File: src/rtl/core/grf_pkg.sv
// Package: grid sizes, cell and stack types, command codes and helper functions
package grf_pkg;

   // grid geometry
   localparam int GRID_WIDTH  = 16;
   localparam int GRID_HEIGHT = 16;
   localparam int CELL_COUNT  = GRID_WIDTH * GRID_HEIGHT;

   localparam int COL_W = (GRID_WIDTH > 2) ? $clog2(GRID_WIDTH) : 1;
   localparam int ROW_W = (GRID_HEIGHT > 2) ? $clog2(GRID_HEIGHT) : 1;
   localparam int IDX_W = $clog2(CELL_COUNT);
   localparam int SP_W  = $clog2(CELL_COUNT + 1);
   localparam int CNT_W = $clog2(CELL_COUNT + 1);

   // word field widths
   localparam int CMD_W    = 3;
   localparam int FCOORD_W = 4;
   localparam int COLOR_W  = 4;
   localparam int TOTAL_W  = 9;
   localparam int TOTAL_MAX = (1 << TOTAL_W) - 1;

   // command codes
   localparam logic [CMD_W-1:0] CMD_WRITE  = 3'd0;
   localparam logic [CMD_W-1:0] CMD_READ   = 3'd1;
   localparam logic [CMD_W-1:0] CMD_FILL   = 3'd2;
   localparam logic [CMD_W-1:0] CMD_CLEAR  = 3'd3;
   localparam logic [CMD_W-1:0] CMD_DELETE = 3'd4;

   // neighbour offsets: up, left, right, down
   localparam int NB_DCOL [4] = '{0, -1, 1, 0};
   localparam int NB_DROW [4] = '{-1, 0, 0, 1};

   typedef struct packed {
      logic [ROW_W-1:0] row;
      logic [COL_W-1:0] col;
   } coord_type;

   typedef struct packed {
      logic [COLOR_W-1:0] color;
      logic               mark;
   } cell_type;

   typedef struct packed {
      logic             rd_en;
      logic [IDX_W-1:0] rd_addr;
      logic             wr_en;
      logic [IDX_W-1:0] wr_addr;
      cell_type         wr_data;
   } cell_req_type;

   typedef struct packed {
      logic      push;
      logic      pop;
      coord_type wr_data;
   } stk_req_type;

   typedef struct packed {
      logic      ok;
      coord_type pos;
   } nb_type;

   // linear cell address of a coordinate
   function automatic logic [IDX_W-1:0] cell_addr(coord_type c);
      return IDX_W'(int'(c.row) * GRID_WIDTH + int'(c.col));
   endfunction

   // neighbour k of a cell, with its in-grid flag
   function automatic nb_type nb_step(coord_type cur, logic [1:0] k);
      int     nc;
      int     nr;
      nb_type res;
      nc = int'(cur.col) + NB_DCOL[k];
      nr = int'(cur.row) + NB_DROW[k];
      res.ok = (nc >= 0) && (nc < GRID_WIDTH) && (nr >= 0) && (nr < GRID_HEIGHT);
      res.pos.col = COL_W'(nc);
      res.pos.row = ROW_W'(nr);
      return res;
   endfunction

   // marked count clipped to the result field
   function automatic logic [TOTAL_W-1:0] sat_total(logic [CNT_W-1:0] cnt);
      if (int'(cnt) > TOTAL_MAX) begin
         return TOTAL_W'(TOTAL_MAX);
      end
      return TOTAL_W'(cnt);
   endfunction

endpackage

File: src/rtl/core/grf_if.sv
// Request and response channel interfaces of the flood fill core
interface grf_req_if;
   import grf_pkg::*;

   logic                valid;
   logic                ready;
   logic [CMD_W-1:0]    command;
   logic [FCOORD_W-1:0] col;
   logic [FCOORD_W-1:0] row;
   logic [COLOR_W-1:0]  color_in;
   logic                mark_in;

   modport source (output valid, command, col, row, color_in, mark_in, input ready);
   modport sink (input valid, command, col, row, color_in, mark_in, output ready);
endinterface

interface grf_rsp_if;
   import grf_pkg::*;

   logic               valid;
   logic               ready;
   logic [TOTAL_W-1:0] marked_total;
   logic [COLOR_W-1:0] color_out;

   modport source (output valid, marked_total, color_out, input ready);
   modport sink (input valid, marked_total, color_out, output ready);
endinterface

File: src/rtl/core/grf_cell_store.sv
// Cell memory: colour and mark per cell, one write and one registered read a cycle
module grf_cell_store (
   input  logic                  clock,
   input  grf_pkg::cell_req_type req_in,
   output grf_pkg::cell_type     rd_data
);
   import grf_pkg::*;

   cell_type mem_ff [CELL_COUNT];
   cell_type rd_data_ff;

   // write port and registered read port
   always_ff @(posedge clock) begin
      if (req_in.wr_en) begin
         mem_ff[req_in.wr_addr] <= req_in.wr_data;
      end
      if (req_in.rd_en) begin
         rd_data_ff <= mem_ff[req_in.rd_addr];
      end
   end

   assign rd_data = rd_data_ff;

endmodule

File: src/rtl/core/grf_fill_stack.sv
// Fill stack: coordinates of cells still to visit, with its stack pointer
module grf_fill_stack (
   input  logic                 clock,
   input  logic                 reset,
   input  grf_pkg::stk_req_type req_in,
   output grf_pkg::coord_type   rd_data,
   output logic                 empty
);
   import grf_pkg::*;

   coord_type       mem_ff [CELL_COUNT];
   coord_type       rd_data_ff;
   logic [SP_W-1:0] sp_ff;
   logic [SP_W-1:0] sp_in;
   logic [SP_W-1:0] sp_dec;

   assign sp_dec = sp_ff - SP_W'(1);

   // pointer update
   always_comb begin
      sp_in = sp_ff;
      if (req_in.push) begin
         sp_in = sp_ff + SP_W'(1);
      end else if (req_in.pop) begin
         sp_in = sp_dec;
      end
   end

   always_ff @(posedge clock) begin
      if (reset) begin
         sp_ff <= '0;
      end else begin
         sp_ff <= sp_in;
      end
   end

   // storage: push writes at the pointer, pop reads the top word
   always_ff @(posedge clock) begin
      if (req_in.push) begin
         mem_ff[sp_ff[IDX_W-1:0]] <= req_in.wr_data;
      end
      if (req_in.pop) begin
         rd_data_ff <= mem_ff[sp_dec[IDX_W-1:0]];
      end
   end

   assign rd_data = rd_data_ff;
   assign empty   = (sp_ff == '0);

endmodule

File: src/rtl/core/grid_region_flood_fill_core.sv
// Fill query: one pop, then probes of up to four in-grid neighbours (a read, then a
//   check) through the single cell memory read port, for each popped cell.
// Clear marks and delete marked: one cell memory sweep. One command at a time;
//   req ready only when idle.
// Reset: synchronous; a clearing pass then empties every cell, and no word is
//   taken until it ends.
module grid_region_flood_fill_core (
   input logic       clock,
   input logic       reset,
   grf_req_if.sink   req_chan,
   grf_rsp_if.source rsp_chan
);
   import grf_pkg::*;

   // sequencer states
   localparam int ST_W = 4;
   localparam logic [ST_W-1:0] ST_INIT  = 4'd0;
   localparam logic [ST_W-1:0] ST_IDLE  = 4'd1;
   localparam logic [ST_W-1:0] ST_WR    = 4'd2;
   localparam logic [ST_W-1:0] ST_RD    = 4'd3;
   localparam logic [ST_W-1:0] ST_F0    = 4'd4;
   localparam logic [ST_W-1:0] ST_POP   = 4'd5;
   localparam logic [ST_W-1:0] ST_NB    = 4'd6;
   localparam logic [ST_W-1:0] ST_NBCHK = 4'd7;
   localparam logic [ST_W-1:0] ST_SWEEP = 4'd8;
   localparam logic [ST_W-1:0] ST_OUT   = 4'd9;

   logic [ST_W-1:0]    state_ff, state_in;
   logic [SP_W-1:0]    sw_ff, sw_in;
   logic               pend_ff, pend_in;
   logic [IDX_W-1:0]   pend_addr_ff, pend_addr_in;
   logic [CMD_W-1:0]   cmd_ff, cmd_in;
   coord_type          pos_ff, pos_in;
   logic [COLOR_W-1:0] color_in_ff, color_in_in;
   logic               mark_in_ff, mark_in_in;
   logic [COLOR_W-1:0] fill_color_ff, fill_color_in;
   logic [1:0]         k_ff, k_in;
   coord_type          nb_pos_ff, nb_pos_in;
   logic [CNT_W-1:0]   count_ff, count_in;
   logic [TOTAL_W-1:0] res_total_ff, res_total_in;
   logic [COLOR_W-1:0] res_color_ff, res_color_in;
   logic               rsp_valid_ff, rsp_valid_in;
   logic [TOTAL_W-1:0] rsp_total_ff, rsp_total_in;
   logic [COLOR_W-1:0] rsp_color_ff, rsp_color_in;

   cell_req_type cell_req;
   cell_type     cell_rd;
   stk_req_type  stk_req;
   coord_type    stk_top;
   logic         stk_empty;

   logic      accept;
   logic      in_ok;
   coord_type in_pos;
   nb_type    nb;
   logic      sw_more;

   grf_cell_store u_cells (
      .clock   (clock),
      .req_in  (cell_req),
      .rd_data (cell_rd)
   );

   grf_fill_stack u_stack (
      .clock   (clock),
      .reset   (reset),
      .req_in  (stk_req),
      .rd_data (stk_top),
      .empty   (stk_empty)
   );

   assign req_chan.ready = (state_ff == ST_IDLE);
   assign accept = req_chan.valid && req_chan.ready;

   // incoming address
   assign in_ok = (int'(req_chan.col) < GRID_WIDTH) && (int'(req_chan.row) < GRID_HEIGHT);
   assign in_pos.col = COL_W'(req_chan.col);
   assign in_pos.row = ROW_W'(req_chan.row);

   assign nb      = nb_step(stk_top, k_ff);
   assign sw_more = (sw_ff != SP_W'(CELL_COUNT));

   // sequencer
   always_comb begin
      state_in      = state_ff;
      sw_in         = sw_ff;
      pend_in       = 1'b0;
      pend_addr_in  = pend_addr_ff;
      cmd_in        = cmd_ff;
      pos_in        = pos_ff;
      color_in_in   = color_in_ff;
      mark_in_in    = mark_in_ff;
      fill_color_in = fill_color_ff;
      k_in          = k_ff;
      nb_pos_in     = nb_pos_ff;
      count_in      = count_ff;
      res_total_in  = res_total_ff;
      res_color_in  = res_color_ff;
      rsp_valid_in  = rsp_valid_ff && !rsp_chan.ready;
      rsp_total_in  = rsp_total_ff;
      rsp_color_in  = rsp_color_ff;
      cell_req      = '0;
      stk_req       = '0;

      case (state_ff)
         // empty every cell after reset
         ST_INIT: begin
            cell_req.wr_en   = 1'b1;
            cell_req.wr_addr = sw_ff[IDX_W-1:0];
            cell_req.wr_data = '0;
            sw_in = sw_ff + SP_W'(1);
            if (sw_ff == SP_W'(CELL_COUNT - 1)) begin
               state_in = ST_IDLE;
            end
         end

         // take a word and start the read of its cell
         ST_IDLE: begin
            if (accept) begin
               cmd_in           = req_chan.command;
               pos_in           = in_pos;
               color_in_in      = req_chan.color_in;
               mark_in_in       = req_chan.mark_in;
               res_total_in     = '0;
               res_color_in     = '0;
               sw_in            = '0;
               cell_req.rd_en   = in_ok;
               cell_req.rd_addr = cell_addr(in_pos);
               case (req_chan.command)
                  CMD_WRITE:  state_in = in_ok ? ST_WR : ST_OUT;
                  CMD_READ:   state_in = in_ok ? ST_RD : ST_OUT;
                  CMD_FILL: begin
                     if (in_ok) begin
                        state_in = ST_F0;
                     end else begin
                        res_total_in = sat_total(count_ff);
                        state_in     = ST_OUT;
                     end
                  end
                  CMD_CLEAR:  state_in = ST_SWEEP;
                  CMD_DELETE: state_in = ST_SWEEP;
                  default:    state_in = ST_OUT;
               endcase
            end
         end

         // write: keep the mark count in step with the old mark
         ST_WR: begin
            if (cell_rd.mark && !mark_in_ff) begin
               count_in = count_ff - CNT_W'(1);
            end else if (!cell_rd.mark && mark_in_ff) begin
               count_in = count_ff + CNT_W'(1);
            end
            cell_req.wr_en         = 1'b1;
            cell_req.wr_addr       = cell_addr(pos_ff);
            cell_req.wr_data.color = color_in_ff;
            cell_req.wr_data.mark  = mark_in_ff;
            state_in = ST_OUT;
         end

         ST_RD: begin
            res_color_in = cell_rd.color;
            state_in     = ST_OUT;
         end

         // fill start cell: empty gives 0, marked leaves the stack empty
         ST_F0: begin
            fill_color_in = cell_rd.color;
            if (cell_rd.color == '0) begin
               res_total_in = '0;
               state_in     = ST_OUT;
            end else begin
               if (!cell_rd.mark) begin
                  cell_req.wr_en         = 1'b1;
                  cell_req.wr_addr       = cell_addr(pos_ff);
                  cell_req.wr_data.color = cell_rd.color;
                  cell_req.wr_data.mark  = 1'b1;
                  count_in               = count_ff + CNT_W'(1);
                  stk_req.push           = 1'b1;
                  stk_req.wr_data        = pos_ff;
               end
               state_in = ST_POP;
            end
         end

         ST_POP: begin
            if (stk_empty) begin
               res_total_in = sat_total(count_ff);
               state_in     = ST_OUT;
            end else begin
               stk_req.pop = 1'b1;
               k_in        = '0;
               state_in    = ST_NB;
            end
         end

         // probe neighbour k of the popped cell
         ST_NB: begin
            if (nb.ok) begin
               cell_req.rd_en   = 1'b1;
               cell_req.rd_addr = cell_addr(nb.pos);
               nb_pos_in        = nb.pos;
               state_in         = ST_NBCHK;
            end else if (k_ff == 2'd3) begin
               state_in = ST_POP;
            end else begin
               k_in = k_ff + 2'd1;
            end
         end

         // mark and push a matching unmarked neighbour
         ST_NBCHK: begin
            if (!cell_rd.mark && (cell_rd.color == fill_color_ff)) begin
               cell_req.wr_en         = 1'b1;
               cell_req.wr_addr       = cell_addr(nb_pos_ff);
               cell_req.wr_data.color = fill_color_ff;
               cell_req.wr_data.mark  = 1'b1;
               count_in               = count_ff + CNT_W'(1);
               stk_req.push           = 1'b1;
               stk_req.wr_data        = nb_pos_ff;
            end
            if (k_ff == 2'd3) begin
               state_in = ST_POP;
            end else begin
               k_in     = k_ff + 2'd1;
               state_in = ST_NB;
            end
         end

         // read-modify-write sweep for clear marks and delete marked
         ST_SWEEP: begin
            if (sw_more) begin
               cell_req.rd_en   = 1'b1;
               cell_req.rd_addr = sw_ff[IDX_W-1:0];
               sw_in            = sw_ff + SP_W'(1);
               pend_in          = 1'b1;
               pend_addr_in     = sw_ff[IDX_W-1:0];
            end
            if (pend_ff) begin
               cell_req.wr_en         = 1'b1;
               cell_req.wr_addr       = pend_addr_ff;
               cell_req.wr_data.color = (cmd_ff == CMD_DELETE && cell_rd.mark) ?
                                        '0 : cell_rd.color;
               cell_req.wr_data.mark  = 1'b0;
            end
            if (!sw_more && !pend_ff) begin
               count_in = '0;
               state_in = ST_OUT;
            end
         end

         // hand the result to the output register once it is free
         ST_OUT: begin
            if (!rsp_valid_ff || rsp_chan.ready) begin
               rsp_valid_in = 1'b1;
               rsp_total_in = res_total_ff;
               rsp_color_in = res_color_ff;
               state_in     = ST_IDLE;
            end
         end

         default: state_in = ST_IDLE;
      endcase
   end

   // control registers
   always_ff @(posedge clock) begin
      if (reset) begin
         state_ff     <= ST_INIT;
         sw_ff        <= '0;
         pend_ff      <= 1'b0;
         count_ff     <= '0;
         rsp_valid_ff <= 1'b0;
      end else begin
         state_ff     <= state_in;
         sw_ff        <= sw_in;
         pend_ff      <= pend_in;
         count_ff     <= count_in;
         rsp_valid_ff <= rsp_valid_in;
      end
   end

   // payload registers
   always_ff @(posedge clock) begin
      pend_addr_ff  <= pend_addr_in;
      cmd_ff        <= cmd_in;
      pos_ff        <= pos_in;
      color_in_ff   <= color_in_in;
      mark_in_ff    <= mark_in_in;
      fill_color_ff <= fill_color_in;
      k_ff          <= k_in;
      nb_pos_ff     <= nb_pos_in;
      res_total_ff  <= res_total_in;
      res_color_ff  <= res_color_in;
      rsp_total_ff  <= rsp_total_in;
      rsp_color_ff  <= rsp_color_in;
   end

   assign rsp_chan.valid        = rsp_valid_ff;
   assign rsp_chan.marked_total = rsp_total_ff;
   assign rsp_chan.color_out    = rsp_color_ff;

endmodule

File: src/flat_wrapper.sv
// flat-port wrapper written by rule: the top's interface ports become plain ports
module grid_region_flood_fill_core_flat import grf_pkg::*;
  (clock, reset, req_chan_valid, req_chan_command, req_chan_col, req_chan_row, req_chan_color_in, req_chan_mark_in, req_chan_ready, rsp_chan_valid, rsp_chan_marked_total, rsp_chan_color_out, rsp_chan_ready);
  grf_req_if req_chan_i ();
  grf_rsp_if rsp_chan_i ();
  input logic clock;
  input logic reset;
  input wire logic [$bits(req_chan_i.valid)-1:0] req_chan_valid;
  input wire logic [$bits(req_chan_i.command)-1:0] req_chan_command;
  input wire logic [$bits(req_chan_i.col)-1:0] req_chan_col;
  input wire logic [$bits(req_chan_i.row)-1:0] req_chan_row;
  input wire logic [$bits(req_chan_i.color_in)-1:0] req_chan_color_in;
  input wire logic [$bits(req_chan_i.mark_in)-1:0] req_chan_mark_in;
  output wire logic [$bits(req_chan_i.ready)-1:0] req_chan_ready;
  output wire logic [$bits(rsp_chan_i.valid)-1:0] rsp_chan_valid;
  output wire logic [$bits(rsp_chan_i.marked_total)-1:0] rsp_chan_marked_total;
  output wire logic [$bits(rsp_chan_i.color_out)-1:0] rsp_chan_color_out;
  input wire logic [$bits(rsp_chan_i.ready)-1:0] rsp_chan_ready;
  assign req_chan_i.valid = req_chan_valid;
  assign req_chan_i.command = req_chan_command;
  assign req_chan_i.col = req_chan_col;
  assign req_chan_i.row = req_chan_row;
  assign req_chan_i.color_in = req_chan_color_in;
  assign req_chan_i.mark_in = req_chan_mark_in;
  assign req_chan_ready = req_chan_i.ready;
  assign rsp_chan_valid = rsp_chan_i.valid;
  assign rsp_chan_marked_total = rsp_chan_i.marked_total;
  assign rsp_chan_color_out = rsp_chan_i.color_out;
  assign rsp_chan_i.ready = rsp_chan_ready;
  grid_region_flood_fill_core u_core (.clock(clock), .reset(reset), .req_chan(req_chan_i), .rsp_chan(rsp_chan_i));
endmodule
File: config.mk
export PLATFORM = sky130hd
export DESIGN_NAME = grid_region_flood_fill_core_flat
export DESIGN_NICKNAME = d
export VERILOG_FILES = /design/src/rtl/core/grf_pkg.sv /design/src/rtl/core/grf_if.sv /design/src/rtl/core/grf_cell_store.sv /design/src/rtl/core/grf_fill_stack.sv /design/src/rtl/core/grid_region_flood_fill_core.sv /design/src/flat_wrapper.sv
export SDC_FILE = /design/constraint.sdc
export NUM_CORES = 2
export LEC_CHECK = 0
export BUFFER_PORTS_ARGS = -buffer_cell sky130_fd_sc_hd__clkbuf_2
export CAP_MARGIN = 20
export CORE_ASPECT_RATIO = 2
export CORE_MARGIN = 1.5
export CORE_UTILIZATION = 25
export DETAILED_ROUTE_END_ITERATION = 6
export PLACE_DENSITY = 0.38
export SKIP_CTS_REPAIR_TIMING = 1
export SLEW_MARGIN = 5
export SYNTH_ARGS = -nofsm -noshare
export SYNTH_HDL_FRONTEND = slang
export SYNTH_SLANG_ARGS = --single-unit
File: constraint.sdc
create_clock -name clock -period 6.4 [get_ports clock]
set_clock_uncertainty 0.2 [all_clocks]
set_input_delay 0.32 -clock clock [delete_from_list [all_inputs] [get_ports clock]]
set_output_delay 0.32 -clock clock [all_outputs]
set_load 0.01 [all_outputs]
* After elaboration in Yosys (flattened, before gate mapping)
Memory sizes are Yosys's and may differ from the RTL's. A register that Yosys moved wholly into a read port is not among the register bits. Index checks and enable logic that the tools add are counted.
Cells by class: add/sub/neg operators 12, $lt $le $gt $ge 5, equality and inequality tests 32, multiplexer cells 65, bitwise gates (word level) 2, reductions and logical operators 40
Operator list (count):
- 2-to-1 mux 9 bit | 15
- binary-select mux 32 bit (select 2 bit) | 2
- 2-to-1 mux 32 bit | 4
- case mux 9 bit (3 select lines) | 3
- case mux 14 bit (5 select lines) | 1
- adder 5 x 32 -> 32 bit | 2
- greater-or-equal comparator 32 x 1 -> 1 bit, second input constant | 2
- less-than comparator 32 x 6 -> 1 bit, second input constant | 2
- 2-to-1 mux 14 bit | 4
- 2-to-1 mux 4 bit | 10
- case mux 4 bit (9 select lines) | 1
- case mux 9 bit (4 select lines) | 1
- adder 8 x 4 -> 8 bit | 4
- adder 9 x 1 -> 9 bit, second input constant | 3
- 2-to-1 mux 8 bit | 3
- subtractor 9 x 1 -> 9 bit, second input constant | 2
- == test 4 x 3 -> 1 bit, second input constant | 4
- case mux 4 bit (4 select lines) | 1
- case mux 8 bit (2 select lines) | 1
- inequality test 2 x 1 -> 1 bit, second input constant | 7
- 2-to-1 mux 1 bit | 12
- logical AND 1 bit | 10
- inequality test 2 bit, second input constant | 5
- AND reduction 2 bit | 5
- 32 further kinds | 52
Storage, ports and cells: register bits after elaboration 97, bits in writable memories 3328, bits of input ports 20, output and inout port bits 15, logic and storage cells 178, memories 2
Memories:
- u_core.u_stack.mem_ff | words 256, width 8, rd ports 1, clocked after memory_dff 1, write ports 1, RTL line grf_fill_stack.sv:11 | coord_type mem_ff [CELL_COUNT];
- u_core.u_cells.mem_ff | words 256, width 5, rd ports 1, clocked after memory_dff 1, write ports 1, RTL line grf_cell_store.sv:9 | cell_type mem_ff [CELL_COUNT];

* Longest topological paths before layout
depth after elaboration 11, gate-level depth with buffers 27, mapped depth without buffers 21

* By module
A second synthesis with hierarchy kept.
Second synthesis, totals: cells, all modules 6707, area total of the unflattened synthesis 135154.6 µm²
By module, submodules not included:
- grf_fill_stack | times used 1, cells an instance 3682, area each 79526.3 µm², sequential area each 61919.4 µm²
- grf_cell_store | times used 1, cells an instance 2497, area each 50334.5 µm², sequential area each 38587.0 µm²
- grid_region_flood_fill_core | times used 1, cells an instance 528, area each 5293.8 µm², sequential area each 2402.3 µm²

* Worst setup path after synthesis
Ideal clock, no wire load.
path kind register -> register, start point reg u_core.state_ff[1], end point mem u_core.u_cells.mem_ff[132][0] (netlist bit) (enable), library setup time 0.340 ns, data arrival time 6.553 ns, data required time 5.860 ns, path slack -0.693 ns, stages on the path, launching flop included 12, buffers on the path 2, period minus slack after synthesis 7.093 ns, path through dfxtp_1 > clkbuf_1 > nand2b_1 > nor3_1 > nand2b_1 > nor2_1 > a22o_1 > nor2_1 > nor3_1 > nand2_1 > clkbuf_1 > nor2_1
On the way: word-level cells in the longest chain between the ends 4, elaborated cells between the ends (all ways) 8, those cells by class eq/ne: 4; mux: 3; reduce/logical: 1
Ends and longest elaborated chain:
- start, declared | RTL line grid_region_flood_fill_core.sv:28 | logic [ST_W-1:0] state_ff, state_in;
- start signal, assigned | RTL line grid_region_flood_fill_core.sv:275 | state_ff <= state_in;
- == test 4 bit (tied with other cells) | RTL line grid_region_flood_fill_core.sv:105 | case (state_ff)
- case mux 14 bit (5 select lines) (*) | RTL line grid_region_flood_fill_core.sv:105
- 2-to-1 mux 1 bit | RTL line grf_cell_store.sv:14 | if (req_in.wr_en) begin
- 2-to-1 mux 1 bit (implied by the code) | RTL line grf_cell_store.sv:15 | mem_ff[req_in.wr_addr] <= req_in.wr_data;
- end, declared | RTL line grf_cell_store.sv:9
Mark *: on every way between the ends. The rest lies on a longest branch, timed or not.

* Worst setup path after layout
start point reg u_core.k_ff[1], end point reg, netlist name u_core.u_cells.rd_data[3]
On the way: word-level cells in the longest chain between the ends 11, elaborated cells between the ends (all ways) 19, those cells by class add/sub: 3; order compare: 4; mux: 8; bitwise: 1; reduce/logical: 3
Ends and longest elaborated chain:
- start, declared | RTL line grid_region_flood_fill_core.sv:37 | logic [1:0] k_ff, k_in;
- start signal, assigned | RTL line grid_region_flood_fill_core.sv:291 | k_ff <= k_in;
- inverter 2 -> 3 bit (implied by the code) (*) | RTL line grf_pkg.sv:72, grf_pkg.sv:73
- binary-select mux 32 bit (select 2 bit) | RTL line grf_pkg.sv:72 | nc = int'(cur.col) + NB_DCOL[k];
- 2-to-1 mux 32 bit (implied by the code) (2 in series) | RTL line grf_pkg.sv:72
- adder 5 x 32 -> 32 bit | RTL line grf_pkg.sv:72
- greater-or-equal comparator 32 x 1 -> 1 bit or less-than comparator 32 x 6 -> 1 bit (tied branches) | RTL line grf_pkg.sv:74 | res.ok = (nc >= 0) && (nc < GRID_WIDTH) && (nr >= 0) && (nr < GRID_HEIGHT);
- logical AND 1 bit (3 in series) | RTL line grf_pkg.sv:74
- 2-to-1 mux 9 bit (*) | RTL line grid_region_flood_fill_core.sv:199 | if (nb.ok) begin
- case mux 9 bit (3 select lines) (*) | RTL line grid_region_flood_fill_core.sv:105
Mark *: on every way between the ends. The rest lies on a longest branch, timed or not. The select of a mux whose other input is x is not followed. A chain may end at the register's enable or synchronous reset.

==> results by stage <==
Timing:
- The number of max-slew violations in the final report is 0.
- For this run, the top clock speed supported by timing is 0.161 GHz.
- The portion of the clock cycle consumed by the worst path in the final layout is 0.971.
- Setup slack on the critical path of the routed design comes to 0.184 ns.
- Setup repair after global routing left no endpoint under its margin.
- Setup violations remaining at the end of the flow were counted as 0.
- The setup TNS after final layout is 0 ns.
- The headroom to the max-slew limit is 0.125.
- For the pin with the worst max-slew slack, the measured transition is 1.31 ns.
- The final period demand of the worst path is 6.22 ns.
- The final hold violation count is 0.
- Across all hold checks on the routed design, the worst slack comes to 0.0238 ns.

Floorplan:
- The core outline area is 544000 sq um.
- The die covers 551000 sq um.
- The floorplan step set the die width to 526 um.
- The starting density of the core is 0.251.
- The die is 1.05 mm tall.
- The number of placement rows is 383.
- In this run the count of I/O pins placed on the die edge is 35.

Critical path:
- Data arrives at the worst endpoint at 6.78 ns.
- The kind of launch point of the worst setup path is a flop.
- The worst-path cell with the longest stage delay is or3_4.
- Of all nets on the critical path, the largest fanout is 6.
- Counting stages on the worst path, the most repeated cell is buf_4.
- The data required time at the worst endpoint is 6.96 ns.
- For this run, the slowest stage of the critical path takes 0.45 ns.
- The worst setup path is captured at a flop.
- The worst setup path is of the flop to flop kind.

Hold path:
- The path class of the tightest hold or removal check is primary input to flop.

GRT:
- Across every metal layer, demand over resource in global routing totals 0.170.
- The global-route congestion overflow total is 0.
- The number of antenna violations at the first check in global routing was 20.
- The via count of the first global-routing pass came to 79.2k.
- The largest net degree at the start of global routing is 177.
- The first-pass GRT wire length is 655 mm.

Yosys:
- The number of flops mapped to enable cells by yosys is 3405.
- Of the post-synthesis cell area, the dominant cell type holds 0.749.
- Synthesis inferred 3438 register bits.
- Counting every net in the synthesized netlist gives 7789.
- The Yosys warning count is 0.
- Counting distinct cell types in the post-synthesis netlist gives 75.
- The dominant cell type by area after synthesis is edfxtp_1.
- The async set or reset register ratio after synthesis is 0.
- For this run, the leading register cell type out of synthesis is edfxtp_1.
- After synthesis, the cell types taking the most area are edfxtp_1 75%, mux4_2 11%, nand2_1 2.7%, nor2_1 1.7%, nand3_1 0.97%.
- The synthesized instance count is 7732.
- The post-synthesis cell area is 137000 sq um.
- Averaged over all synthesized cells, the footprint is 17.7 sq um.
- The share of the Yosys chip area taken by registers is 0.753.

Final layout:
- For this run, the post-layout net count is 8415.
- Measured on the finished design, the core utilization comes to 0.297.
- The finished cells cover 162000 sq um.
- The library cells used most frequently in the layout, excluding fill and tap cells, are 3405 x edfxtp_1, 950 x nand2_1, 680 x mux4_2.
- The finished layout holds 15.7k standard cells, fillers aside.
- The most common cell after layout, fill and taps aside is edfxtp_1.
- The area growth from synthesis to layout is 18.3%.
- Of the cells placed in the final design, the portion with a size suffix greater than 1 is 0.236.

Placement:
- Prior to clock tree synthesis, the placed netlist has a worst setup slack of -0.520 ns.
- The HPWL after detailed placement is 329 mm.
- The number of cells after detailed placement is 15.1k.
- The count of buffers added on input and output ports is 34.
- In this run the cell area measured after placement is 151000 sq um.
- Routability-driven placement finished with a final weighted congestion of 0.883.

Detailed routing:
- The post-route DRC violation count is 0.
- The routed layout has 73.8k vias.
- Before antenna repair, the detailed router went through 6 iterations.
- After detailed routing, the average wire length per cell comes to 30.4 um.
- The first-iteration detailed-routing DRC count is 5165.
- After detailed routing, the total wire length is 479 mm.
- The number of vias per cell after detailed routing is 4.69.
- The count of antenna-violating nets left after detailed routing is 0.

Clocking:
- The longest clock path from root to sink contains 4 buffers.
- The tree is rooted in a clkbuf_16.
- The clock slew seen by the registers of the worst setup and hold paths is 0.07 ns.
- For this design, the sink count on the clock tree is 3438.
- TritonCTS built the clock tree.
- The number of levels the H-tree was split into is 5.
- The insertion delay of the later-clocked pin in the worst-skew pair is 0.91 ns.
- TritonCTS created 313 clock buffers.

Pwr:
- The analysis attributes to cell leakage a power of 57.0 nW.
- The power per cell area is 272 nW/um^2.
- The total power is 44.0 mW.
- IR analysis of the VDD net gives a maximum drop of 0.000217 V.

Job:
- Across the run, the number of max-cap violations was 0.

Status:
- The run finished with clean final reports.
==> metal layers <==
layer  global-route usage  wire length, um  vias to the layer above
met2                0.346           278000                     1616
met5                    0              105                        -
met3               0.0177            13400                      739
met4               0.0956            30900                       16
li1                     -                -                    32012
met1                0.161           157000                    39401
==> synth_stat cells (all sizes together) (5+ instances only) <==
master / count
edfxtp: 3405
nand2: 969
mux4: 680
nor2: 621
clkbuf: 277
nand3: 264
buf: 216
a21oi: 205
o21ai: 112
a221oi: 106
mux2i: 105
and3: 90
a31oi: 79
nor3: 49
a211oi: 41
a32oi: 37
ha: 36
o22ai: 36
inv: 34
nand4: 34
dfxtp: 33
a22oi: 26
nor4: 20
a21boi: 18
xnor2: 18
a22o: 15
nor2b: 15
o211ai: 15
xor2: 15
a311oi: 13
a222oi: 12
a311o: 12
a21o: 11
and2: 11
a2111oi: 9
nor3b: 8
o2111ai: 8
or3: 7
or4: 7
nand2b: 6
o221ai: 6
a211o: 5
==> where the power goes <==
group	internal [mW]	switching [mW]
Combinational	0.0442	0.139
Sequential	24.4	0.00635
Clock	10.6	8.83
==> flip-flops by register name, summed over array words and instances (netlist names), 5 cells and up <==
signal,cells
u_core.rsp_chan.marked_total,9
u_core.u_stack.rd_data,8
u_core.pos_ff,8
u_core.sw_ff,9
u_core.u_cells.rd_data,5
u_core.pend_addr_ff,8
u_core.u_cells.mem_ff,1280
u_core.res_total_ff,9
u_core.nb_pos_ff,8
u_core.u_stack.mem_ff,2048
u_core.u_stack.sp_ff,9
u_core.count_ff,9
==> worst paths after layout <==
path                          start                         endpoint  slack, ns  cells past startpoint
max                  u_core.k_ff[1]        u_core.u_cells.rd_data[3]       0.18                     26
min                  req_chan_valid                  u_core.sw_ff[0]       0.02                      5
max reg2reg          u_core.k_ff[1]        u_core.u_cells.rd_data[3]       0.18                     26
min reg2reg  u_core.res_total_ff[8]  u_core.rsp_chan.marked_total[8]       0.23                      0
==> cell type report <==
cell class                 instances  area (sq um)
antenna                           27          67.6
clock buffer                     360          8200
clock inverter                   195          2040
inverter                          34           158
tap                             7122          8910
sequential                      3438        103000
timing repair buffer             804          7310
multi-input combinational       3767         32000
fill                           53316        382000
==> critical path: cells and delay by family, from the launching register on <==
kind | cells | cell delay (ns)
AND/OR/NAND/NOR | 9 | 2.51
buffers and inverters | 9 | 1.48
AO/OA/AOI/OAI | 4 | 0.71
adder cells (fa/ha/maj) | 3 | 0.60
flip-flops | 1 | 0.41
XOR/XNOR | 1 | 0.15
==> logic make-up (layout without fill, tap and decap cells) <==
group	after synthesis	after routing	share of synthesized area
adder cells (fa/ha/maj)	37	37	0.00344
XOR/XNOR	33	33	0.00212
AO/OA/AOI/OAI	794	794	0.0394
multiplexers	788	788	0.120
flip-flops	3438	3438	0.753
buffers and inverters	527	1393	0.0161
other	0	27	0
AND/OR/NAND/NOR	2115	2115	0.0655
Power figures use the tool's default switching activity.
